**config.mk**
```make
export PLATFORM = sky130hd
export DESIGN_NAME = crdp_ctrl
export DESIGN_NICKNAME = d
export VERILOG_FILES = /design/src/rtl/crdp_pkg.sv /design/src/rtl/crdp_ctrl.sv
export SDC_FILE = /design/constraint.sdc
export NUM_CORES = 1
export LEC_CHECK = 0
export BUFFER_PORTS_ARGS = -buffer_cell sky130_fd_sc_hd__buf_2
export CAP_MARGIN = 25
export CORE_AREA = 5 5 42 44
export DETAILED_ROUTE_END_ITERATION = 10
export DIE_AREA = 0 0 47 49
export PLACE_DENSITY = 0.47
export SLEW_MARGIN = 10
export SYNTH_ARGS = -nofsm -noshare
export SYNTH_HDL_FRONTEND = slang
export SYNTH_SLANG_ARGS = --single-unit
export TNS_END_PERCENT = 1
```
**constraint.sdc**
```tcl
create_clock -name clock -period 1.3 [get_ports clock]
set_clock_uncertainty 0.2 [all_clocks]
set_input_delay 0.26 -clock clock [delete_from_list [all_inputs] [get_ports clock]]
set_output_delay 0.26 -clock clock [all_outputs]
set_load 0.01 [all_outputs]
```
**src/rtl/crdp_pkg.sv**
```systemverilog
// crdp_pkg: shared types, widths and codes for the capped descriptor ring
// used by crdp_ctrl, crdp_datapath and the top level; no dependencies
package crdp_pkg;

   localparam int DEPTH  = 1024;
   localparam int PTR_W  = $clog2(DEPTH);
   localparam int CNT_W  = 11;
   localparam int LEN_W  = 16;
   localparam int BYTE_W = 24;
   localparam int TAG_W  = 64;
   localparam int STS_W  = 3;
   localparam int DROP_W = 32;
   localparam int CSR_IDX_W = 2;
   localparam int CSR_DAT_W = 24;

   // request kinds
   localparam logic REQ_PUSH = 1'b0;
   localparam logic REQ_POP  = 1'b1;

   // result status codes
   localparam logic [STS_W-1:0] STS_STORED         = 3'd0;
   localparam logic [STS_W-1:0] STS_EVICTED_STORED = 3'd1;
   localparam logic [STS_W-1:0] STS_DROPPED        = 3'd2;
   localparam logic [STS_W-1:0] STS_POPPED         = 3'd3;
   localparam logic [STS_W-1:0] STS_EMPTY          = 3'd4;

   // configuration register indexes
   localparam logic [CSR_IDX_W-1:0] CSR_MAX_ENTRIES = 2'd0;
   localparam logic [CSR_IDX_W-1:0] CSR_MAX_BYTES   = 2'd1;
   localparam logic [CSR_IDX_W-1:0] CSR_DROP_NEWEST = 2'd2;

   // configuration reset values
   localparam logic [CNT_W-1:0]  MAX_ENTRIES_RST = 11'd1024;
   localparam logic [BYTE_W-1:0] MAX_BYTES_RST   = 24'd1048576;

   typedef struct packed {
      logic              req_type;
      logic [LEN_W-1:0]  item_length;
      logic [TAG_W-1:0]  item_tag;
   } req_item_type;

   typedef struct packed {
      logic [STS_W-1:0]  status;
      logic [LEN_W-1:0]  out_length;
      logic [TAG_W-1:0]  out_tag;
      logic [CNT_W-1:0]  evicted_count;
      logic [DROP_W-1:0] drop_total;
      logic [CNT_W-1:0]  occupancy;
      logic [BYTE_W-1:0] bytes_held;
      logic [CNT_W-1:0]  peak_entries;
      logic [BYTE_W-1:0] peak_bytes;
   } rsp_item_type;

   // controller to datapath
   typedef struct packed {
      logic             latch;
      logic             evict;
      logic             pop;
      logic             store;
      logic             drop;
      logic             finish;
      logic [STS_W-1:0] status;
   } ctl_cmd_type;

   // datapath to controller
   typedef struct packed {
      logic is_pop;
      logic empty;
      logic full;
      logic over;
      logic oversize;
      logic newest_mode;
      logic evicted_any;
   } dp_stat_type;

   function automatic logic [PTR_W-1:0] next_ptr(input logic [PTR_W-1:0] p);
      logic [PTR_W-1:0] r;
      if (p == PTR_W'(DEPTH - 1)) begin
         r = '0;
      end else begin
         r = p + PTR_W'(1);
      end
      return r;
   endfunction

endpackage

```
**src/rtl/crdp_ctrl.sv**
```systemverilog
// crdp_ctrl: sequencing state machine for the descriptor ring
// depends on crdp_pkg; drives crdp_datapath through ctl_cmd_type
module crdp_ctrl (
   input  logic                  clock,
   input  logic                  reset,
   input  logic                  start,
   input  crdp_pkg::dp_stat_type stat,
   output crdp_pkg::ctl_cmd_type cmd,
   output logic                  busy,
   output logic                  rsp_valid
);

   localparam logic ST_IDLE  = 1'b0;
   localparam logic ST_CHECK = 1'b1;

   logic state_ff;
   logic state_in;
   logic rsp_valid_ff;

   always_comb begin
      cmd        = '0;
      cmd.status = crdp_pkg::STS_STORED;
      state_in   = state_ff;
      case (state_ff)
         ST_IDLE: begin
            if (start) begin
               cmd.latch = 1'b1;
               state_in  = ST_CHECK;
            end
         end
         ST_CHECK: begin
            if (stat.is_pop) begin
               cmd.finish = 1'b1;
               state_in   = ST_IDLE;
               if (stat.empty) begin
                  cmd.status = crdp_pkg::STS_EMPTY;
               end else begin
                  cmd.pop    = 1'b1;
                  cmd.status = crdp_pkg::STS_POPPED;
               end
            end else if (stat.oversize) begin
               cmd.drop   = 1'b1;
               cmd.finish = 1'b1;
               cmd.status = crdp_pkg::STS_DROPPED;
               state_in   = ST_IDLE;
            end else if (stat.newest_mode) begin
               cmd.finish = 1'b1;
               state_in   = ST_IDLE;
               if (stat.full || (!stat.empty && stat.over)) begin
                  cmd.drop   = 1'b1;
                  cmd.status = crdp_pkg::STS_DROPPED;
               end else begin
                  cmd.store  = 1'b1;
                  cmd.status = crdp_pkg::STS_STORED;
               end
            end else if (!stat.empty && (stat.full || stat.over)) begin
               // evict one head entry, then check again
               cmd.evict = 1'b1;
            end else begin
               cmd.store  = 1'b1;
               cmd.finish = 1'b1;
               cmd.status = stat.evicted_any ? crdp_pkg::STS_EVICTED_STORED
                                             : crdp_pkg::STS_STORED;
               state_in   = ST_IDLE;
            end
         end
         default: begin
            state_in = ST_IDLE;
         end
      endcase
   end

   always_ff @(posedge clock) begin
      if (reset) begin
         state_ff     <= ST_IDLE;
         rsp_valid_ff <= 1'b0;
      end else begin
         state_ff     <= state_in;
         rsp_valid_ff <= cmd.finish;
      end
   end

   assign busy      = (state_ff == ST_CHECK);
   assign rsp_valid = rsp_valid_ff;

endmodule

```
; ---- After elaboration in Yosys (flattened, before gate mapping)
; Cells that the tools add are included.
[word_totals]
wordCells = 32
output_inout_bits = 11
reg_bits = 2
in_bits = 10
[classes]
muxes = 24
reduce_logical = 5
bitwise = 1
[op_table]
columns = op, count
row1 = 2-to-1 mux 1 bit, 15
row2 = 2-to-1 mux 4 bit, 3
row3 = 2-to-1 mux 8 bit, 1
row4 = 2-to-1 mux 5 bit, 1
row5 = 2-to-1 mux 2 bit, 2
row6 = 2-to-1 mux 3 bit, 1
row7 = logical AND 1 bit, 2
row8 = logical OR 1 bit, 2
row9 = one-hot mux 1 bit (2 select lines), 1
row10 = zero test 1 bit, 1
row11 = inverter 1 bit, 1

; ---- Depth between registers and ports, before layout
; Gate-level depths: netlist (run 1).
[logic_depth]
ltp_word = 8
ltp_mapped = 3
ltp_nobuf = 3

; ---- Worst setup path after synthesis (run 1)
; Ideal clock, no wire load.
[synth_path]
kind = reg-to-output
from = reg state_ff (netlist: busy)
to = out cmd[5] in the netlist's numbering
slack_ns = -0.150
stages_incl_launch_ff = 4
n_path_buf = 0
required_ns = 0.840
t_arrival_ns = 0.990
path_cell_list = dfxtp_1 nor2b_1 o21ai_0 nor3_1
[synth_rtl]
columns = element, line_no
row1 = start: declaration, crdp_ctrl.sv:16  ; logic state_ff;
row2 = start signal: assignment, crdp_ctrl.sv:78  ; state_ff <= state_in;
row3 = end: declaration, crdp_ctrl.sv:8  ; output crdp_pkg::ctl_cmd_type cmd,

==> results of run 1 <==
[metal layers]
metal	GRT usage (%)	wire, um	vias up
met5	0	0	-
met2	12.22	446	15
met1	8.297	300	133
li1	-	-	149
met4	8.295	0	0
met3	4.059	74	0
[stage by stage]
stage | TNS, ps | instance area [um2]
after floorplan | 0 | 220.2
after global placement | -941.7 | 385.4
after detailed placement | -976.8 | 385.4
after CTS | -2273 | 464.2
after global routing | -2726 | 481.7
final | -2072 | 481.7
[final timing paths]
check | start | end | slack [ps] | cells after the start
worst max-delay path | busy$_SDFF_PP0_ | cmd[1] | -290 | 4
worst min-delay path | reset | rsp_valid$_SDFF_PP0_ | 30 | 2
worst max register to register | busy$_SDFF_PP0_ | busy$_SDFF_PP0_ | 50 | 4
worst min register to register | busy$_SDFF_PP0_ | busy$_SDFF_PP0_ | 540 | 3
[area by class of cell]
cell class | instances | area (um2) | area share [%]
tap | 16 | 20.02 | 4.156
timing repair buffer | 27 | 181.4 | 37.66
sequential | 2 | 43.79 | 9.091
clock buffer | 4 | 26.28 | 5.455
inverter | 1 | 3.754 | 0.7792
multi-input combinational | 21 | 206.4 | 42.86
[where the power goes]
| group | switching (mW) | internal [mW] | leakage (nW) | total, mW |
|---|---|---|---|---|
| logic | 0.0489 | 0.0605 | 0.223 | 0.109 |
| registers | 0.00284 | 0.0642 | 0.0171 | 0.0671 |
| clock network | 0.0484 | 0.115 | 0.0150 | 0.163 |
| total | 0.100 | 0.240 | 0.255 | 0.340 |
[registers in the layout (all words and copies together) (netlist names)]
signal	cells
busy	1
rsp_valid	1
[timing repair]
item,4_1_cts,5_1_grt
setup buffers,1,0
endpoints found under the hold margin,0,0
pin swaps,6,1
endpoints found under the setup margin,10,11
resized for setup,9,4
cloned,0,0
[critical path, delay by kind of cell (launching register included)]
family | cells | cell delay [ps]
compound gates | 1 | 130
buf+inv | 1 | 130
flops | 1 | 360
simple gates | 2 | 270
[layout by cell type (no fill, tap or decap), types with 2 or more instances in the layout]
cell type / synthesis / final
clkbuf_4: 0 / 3
buf_4: 0 / 6
nand3_1: 2 / 2
nor2b_4: 1 / 4
buf_6: 0 / 5
nand2_1: 4 / 3
buf_2: 0 / 16
[cell families (layout without fill, tap and decap cells)]
family	count (synthesis)	in the layout
AND/OR/NAND/NOR	15	15
flip-flops	2	2
AO/OA/AOI/OAI	6	6
buffers and inverters	1	32
==> qor.yml, run 1 <==
sta:
  holdWs_ps: 25.99
  timing.final.crit_share_pct: 122.3
  slew_headroom_pct: 85.60
  fmax_mhz: 628.9
  grt_setup_unrepaired: "true"
  finalHoldViolations: 0
  setup_ws_ps: -290.2
  slew_violations: 0
  min_period_ps: 1590
  setup_viol: 10
  worstMarginPinSlew_ps: 215.1
clock_network:
  cts_tree: "done"
  clkLatencyLatePin_ps: 240
  cts-root-buf: "clkbuf_4"
  cts_hold_buffers: 0
  clk_pin_slew_ps: 40
  clock-sinks: 2
  htreeDepth: 1
  cts_made_buffers: 3
  cts_buffer_depth: 2
placed_design:
  place_ws_ps: -193.7
  dp_hpwl_um: 616.5
  io_buffers: 20
  dp.cells: 66
  gp_congestion: 0.6920
logic_synthesis:
  yosys.area_share.simple_pct: 49.08
  synth-xor-area-share_pct: 0
  synthMostInstantiatedCell: "nand2_1"
  synthDistinctLibCells: 17
  synth_fa_ha_area_share_pct: 0
  synth_cells: 24
  synth_common_cells: "nand2_1, nor2b_1, dfxtp_1, nand3_1"
  yosys_most_used_dff: "dfxtp_1"
  syn-num-nets: 34
  netlist_area_um2: 203.9
  yosysTopAreaCell: "dfxtp_1"
  synthTopCellsByArea: "dfxtp_1, nor2b_1, o21bai_4"
  synth-seq-area-share_pct: 19.63
  synth.mux.area_fraction_pct: 0
  yosysWarnings: 0
  synth-seq-cells: 2
  synth-compound-area-share_pct: 29.45
  yosys.area.top_type_share_pct: 19.63
  synth.avg_cell_area_um2: 8.498
  synth_top_family_by_area: "simple AND/OR/NAND/NOR gates"
  async_flop_share_pct: 0
  synth_edf_count: 0
grt:
  grt_usage_pct: 8.503
  grt_max_degree: 6
  grt_pass1_vias: 337
  grt_pass1_wl_mm: 1.359
  overflow: 0
  antenna_found_initial: 0
route:
  totalWireLength_um: 820
  num_vias: 297
  routedWlPerCell_um: 11.55
  first_pass_iters: 2
  drtAntennaViolNets: 0
  dr.first_iter.drc_count: 4
  drc: 0
  via_per_inst: 4.183
worst_setup_path:
  path_class: "flip-flop to output port"
  arrival_ps: 1130
  endpoint_kind: "output port"
  crit_slowest_cell: "dfxtp_4"
  path_max_fanout: 5
  cp-start-kind: "flip-flop"
  slowest_delay_ps: 360
  path_cells: "nor2b_4 -> o211ai_1 -> nand3_1 -> buf_2"
  cp_data_required_time_ps: 840
pwr:
  power_mw: 0.3396
  p_leak_nw: 0.2546
  peakVddDrop_mv: 0.5025
  power_density_mw_per_mm2: 705.0
final_layout:
  drive_gt1_share_pct: 76.36
  syn2layout_area_growth_pct: 136.2
  nFillCells: 163
  final-instance-count-excl-fill: 71
  utilization_pct: 34.38
  nNetsFinal: 66
  diodes: 0
die:
  floorplan.initialDensity_pct: 14.55
  fp.dieH_um: 49
  dieArea_mm2: 0.002303
  ios: 21
  core_mm2: 0.001401
  num_rows: 14
  die_w_um: 47
worst_hold_path:
  hold_class: "primary input to flip-flop"
status:
  violations: "setup timing"
  status: "complete, but fails checks"
job:
  max-cap-violations: 0
Note: power is estimated with default switching activity, not from simulation.
==> inputs of run 2 (changes only) <==
--- a/config.mk
+++ b/config.mk
@@ -10,7 +10,7 @@
 export CORE_AREA = 5 5 42 44
 export DETAILED_ROUTE_END_ITERATION = 10
 export DIE_AREA = 0 0 47 49
-export PLACE_DENSITY = 0.47
+export PLACE_DENSITY_LB_ADDON = 0.25
 export SLEW_MARGIN = 10
 export SYNTH_ARGS = -nofsm -noshare
 export SYNTH_HDL_FRONTEND = slang
==> constraint.sdc (replaced) <==
create_clock -name clock -period 1.3 [get_ports clock]
set_clock_uncertainty 0.2 [all_clocks]
set_input_delay 0.195 -clock clock [delete_from_list [all_inputs] [get_ports clock]]
set_output_delay 0.195 -clock clock [all_outputs]
set_load 0.01 [all_outputs]
==> qor.yml, run 2 (synthesis results as in run 1) <==
final_layout:
  utilization_pct: 34.82
  register_area_um2: 41.29
  diodes: 0
  multi_input_area_um2: 190.2
  layout_common_cells: "buf_2, buf_4, buf_6"
  nFillCells: 162
  drive_gt1_share_pct: 77.19
  nNetsFinal: 69
  final_common_cell: "buf_2"
  syn2layout_area_growth_pct: 139.3
clock_network:
  clk_pin_slew_ps: 30
  cts_made_buffers: 3
  cts_buffer_depth: 2
  cts_tree: "done"
  htreeDepth: 1
  cts-root-buf: "clkbuf_4"
  clock-sinks: 2
  clkLatencyLatePin_ps: 230
grt:
  grt_max_degree: 6
  overflow: 0
  grt_pass1_vias: 309
  grt_pass1_wl_mm: 1.193
  grt_usage_pct: 7.303
  antenna_found_initial: 0
route:
  drc: 0
  first_pass_iters: 1
  routedWlPerCell_um: 11.25
  totalWireLength_um: 821
  num_vias: 304
  drtAntennaViolNets: 0
  via_per_inst: 4.164
  dr.first_iter.drc_count: 0
sta:
  min_period_ps: 1542
  slew_violations: 0
  slew_headroom_pct: 84.04
  setup_viol: 11
  finalHoldViolations: 0
  worstMarginPinSlew_ps: 238.3
  grt_setup_unrepaired: "true"
  timing.final.crit_share_pct: 118.7
  holdWs_ps: 141.8
  fmax_mhz: 648.3
  setup_ws_ps: -242.5
worst_setup_path:
  arrival_ps: 1150
  cp_data_required_time_ps: 900
  path_class: "flip-flop to output port"
  cp-start-kind: "flip-flop"
  path_max_fanout: 4
  endpoint_kind: "output port"
placed_design:
  io_buffers: 20
  place_ws_ps: -77.19
  dp_hpwl_um: 621.7
  gp_congestion: 0.7591
die:
  num_rows: 14
  fp.dieH_um: 49
  die_w_um: 47
  dieArea_mm2: 0.002303
  ios: 21
  floorplan.initialDensity_pct: 14.55
  core_mm2: 0.001401
status:
  violations: "setup timing"
  status: "complete, but fails checks"
worst_hold_path:
  hold_class: "primary input to flip-flop"
pwr:
  power_density_mw_per_mm2: 658.4
  peakVddDrop_mv: 0.3387
  power_mw: 0.3213
  p_leak_nw: 0.2711
job:
  max-cap-violations: 0
[run 2: final cells by class]
type	instances	area share [%]
flip-flops and latches	2	8.462
inverters	1	0.7692
clock buffers	3	4.615
multi-input cells	21	38.97
repair buffers	30	43.08
well taps	16	4.103
[run 2: repair_timing]
action | CTS | global route
pin swaps | 0 | 2
hold buffers | 1 | 0
endpoints found under the setup margin | 9 | 10
resized for setup | 3 | 10
hold endpoints to repair | 1 | 0
buffers inserted | 1 | 1
[run 2: final timing paths]
| check | startpoint | slack [ps] | to | cells past startpoint |
|---|---|---|---|---|
| hold reg to reg | busy$_SDFF_PP0_ | 600 | busy$_SDFF_PP0_ | 4 |
| setup reg to reg | busy$_SDFF_PP0_ | -40 | busy$_SDFF_PP0_ | 5 |
| setup / recovery | busy$_SDFF_PP0_ | -240 | cmd[7] | 3 |
| hold / removal | start | 140 | busy$_SDFF_PP0_ | 3 |
[run 2: power breakdown]
group          leakage [nW]  switching (mW)  internal [mW]
logic                 0.240          0.0478         0.0660
registers            0.0168         0.00228         0.0654
clock network        0.0138          0.0377          0.102
[run 2: worst max-delay path: stages (launching register included)]
cell and delay [ps]:
dfxtp_2 340, nor4b_2 220, nor2b_2 210, buf_2 150
[run 2: through the flow]
stage	TNS, ps	std cells	cell area [um2]
floorplan	0	24	210.2
global placement	-169.7	67	382.9
detailed placement	-205.4	67	382.9
CTS	-1709	72	434.2
global route	-2323	73	488.0
finish	-1738	73	488.0
[run 2: routing by layer]
layer	wire length (um)	vias to the layer above	track usage, %
li1	-	154	-
met1	377	125	9.150
met2	313	23	9.276
met3	115	2	3.321
met4	16	0	5.530
met5	0	-	0
==> inputs of run 3 (changes only) <==
==> constraint.sdc (replaced) <==
create_clock -name clock -period 1.6 [get_ports clock]
set_clock_uncertainty 0.2 [all_clocks]
set_input_delay 0.24 -clock clock [delete_from_list [all_inputs] [get_ports clock]]
set_output_delay 0.24 -clock clock [all_outputs]
set_load 0.01 [all_outputs]
==> qor.yml, run 3 (synthesis results as in run 1) <==
status:
  status: "completed"
final_layout:
  drive_gt1_share_pct: 64.58
  layout_common_cells: "buf_2, nand2_1, nor2b_4, clkbuf_4"
  multi_input_area_um2: 181.4
  register_area_um2: 41.29
  final-instance-count-excl-fill: 64
  syn2layout_area_growth_pct: 87.73
  stdcell_area_um2: 382.9
  diodes: 0
  utilization_pct: 27.32
  final_common_cell: "buf_2"
  nFillCells: 162
  nNetsFinal: 60
worst_hold_path:
  hold_class: "primary input to flip-flop"
  hold_depth: 2
  hold_end: "rsp_valid$_SDFF_PP0_"
  min_from: "reset"
route:
  totalWireLength_um: 701
  via_per_inst: 4.234
  first_pass_iters: 3
  drc: 0
  num_vias: 271
  routedWlPerCell_um: 10.95
  dr.first_iter.drc_count: 2
  drtAntennaViolNets: 0
sta:
  finalHoldViolations: 0
  slew_headroom_pct: 85.20
  setup_tns_ps: 0
  worstMarginPinSlew_ps: 221.1
  min_period_ps: 1538
  setup_viol: 0
  slew_violations: 0
  fmax_mhz: 650.2
  timing.final.crit_share_pct: 96.13
die:
  floorplan.initialDensity_pct: 14.55
  die_w_um: 47
  fp.dieH_um: 49
  ios: 21
  num_rows: 14
  core_mm2: 0.001401
  dieArea_mm2: 0.002303
clock_network:
  htreeDepth: 1
  clock-sinks: 2
  clk_pin_slew_ps: 30
  cts_tree: "done"
  cts_made_buffers: 3
  clkLatencyLatePin_ps: 220
  cts-root-buf: "clkbuf_4"
  cts_buffer_depth: 2
worst_setup_path:
  arrival_ps: 1100
  endpoint_kind: "output port"
  r2r_end: "busy$_SDFF_PP0_"
  path_class: "flip-flop to output port"
  r2r_cells: 3
  cp-start-kind: "flip-flop"
  cp_data_required_time_ps: 1160
  r2r-start: "busy$_SDFF_PP0_"
  path_max_fanout: 4
  r2r_setup_slack_ps: 460
grt:
  grt_max_degree: 6
  grt_usage_pct: 6.329
  grt_pass1_vias: 279
  grt_pass1_wl_mm: 1.055
  overflow: 0
  antenna_found_initial: 0
placed_design:
  dp.cells: 61
  placed_area_um2: 331.6
  gp_congestion: 0.7049
  io_buffers: 20
pwr:
  power_density_mw_per_mm2: 605.1
  p_leak_nw: 0.2093
  power_mw: 0.2317
  peakVddDrop_mv: 0.3692
job:
  max-cap-violations: 0
==> run 3: cell type report <==
class / instances / share of cell area (%)
tap: 16 / 5.229
inverter: 1 / 0.9804
clock buffer: 3 / 5.882
timing repair buffer: 21 / 29.74
sequential: 2 / 10.78
multi-input combinational: 21 / 47.39
==> run 3: worst max path at each step <==
| stage | to | cells past startpoint | slack, ps | startpoint |
|---|---|---|---|---|
| finish | cmd[7] | 3 | 60 | busy$_SDFF_PP0_ |
| global route | cmd[7] | 3 | -10 | busy$_SDFF_PP0_ |
| CTS | cmd[5] | 4 | -10 | busy$_SDFF_PP0_ |
| detailed placement | cmd[3] | 4 | 140 | stat[5] |
| global placement | cmd[7] | 4 | 150 | stat[2] |
| floorplan | cmd[5] | 3 | 170 | busy$_SDFF_PP0_ |
==> run 3: power breakdown <==
group	total, mW	internal (mW)	switching [mW]
clock network	0.109	0.0826	0.0264
registers	0.0549	0.0532	0.00177
logic	0.0678	0.0333	0.0345
total	0.232	0.169	0.0627
==> run 3: stage by stage <==
stage / hold slack [ps] / worst slack, ps
global route: 2.385 / -9.854
detailed placement: 238.4 / 143.9
global placement: 240.2 / 149.0
floorplan: 104.3 / 169.7
CTS: 7.680 / -10.54
finish: 13.61 / 61.96
==> run 3: worst max-delay path, cell delays in order (launching register included) <==
cell and delay, ps:
dfxtp_2 340, nor4b_4 220, nor2b_4 200, buf_6 110
==> run 3: timing repair <==
action                                  in CTS  in global routing
hold buffers                                 0                  0
gates resized for setup                      1                  6
hold endpoints to repair                     0                  0
endpoints found under the setup margin       3                  4
setup buffers                                0                  0
==> run 3: per-layer routing <==
| metal | GRT usage (%) | wire length (um) |
|---|---|---|
| met5 | 0 | 0 |
| met4 | 2.765 | 0 |
| met3 | 4.797 | 138 |
| met2 | 7.919 | 254 |
| met1 | 7.877 | 309 |
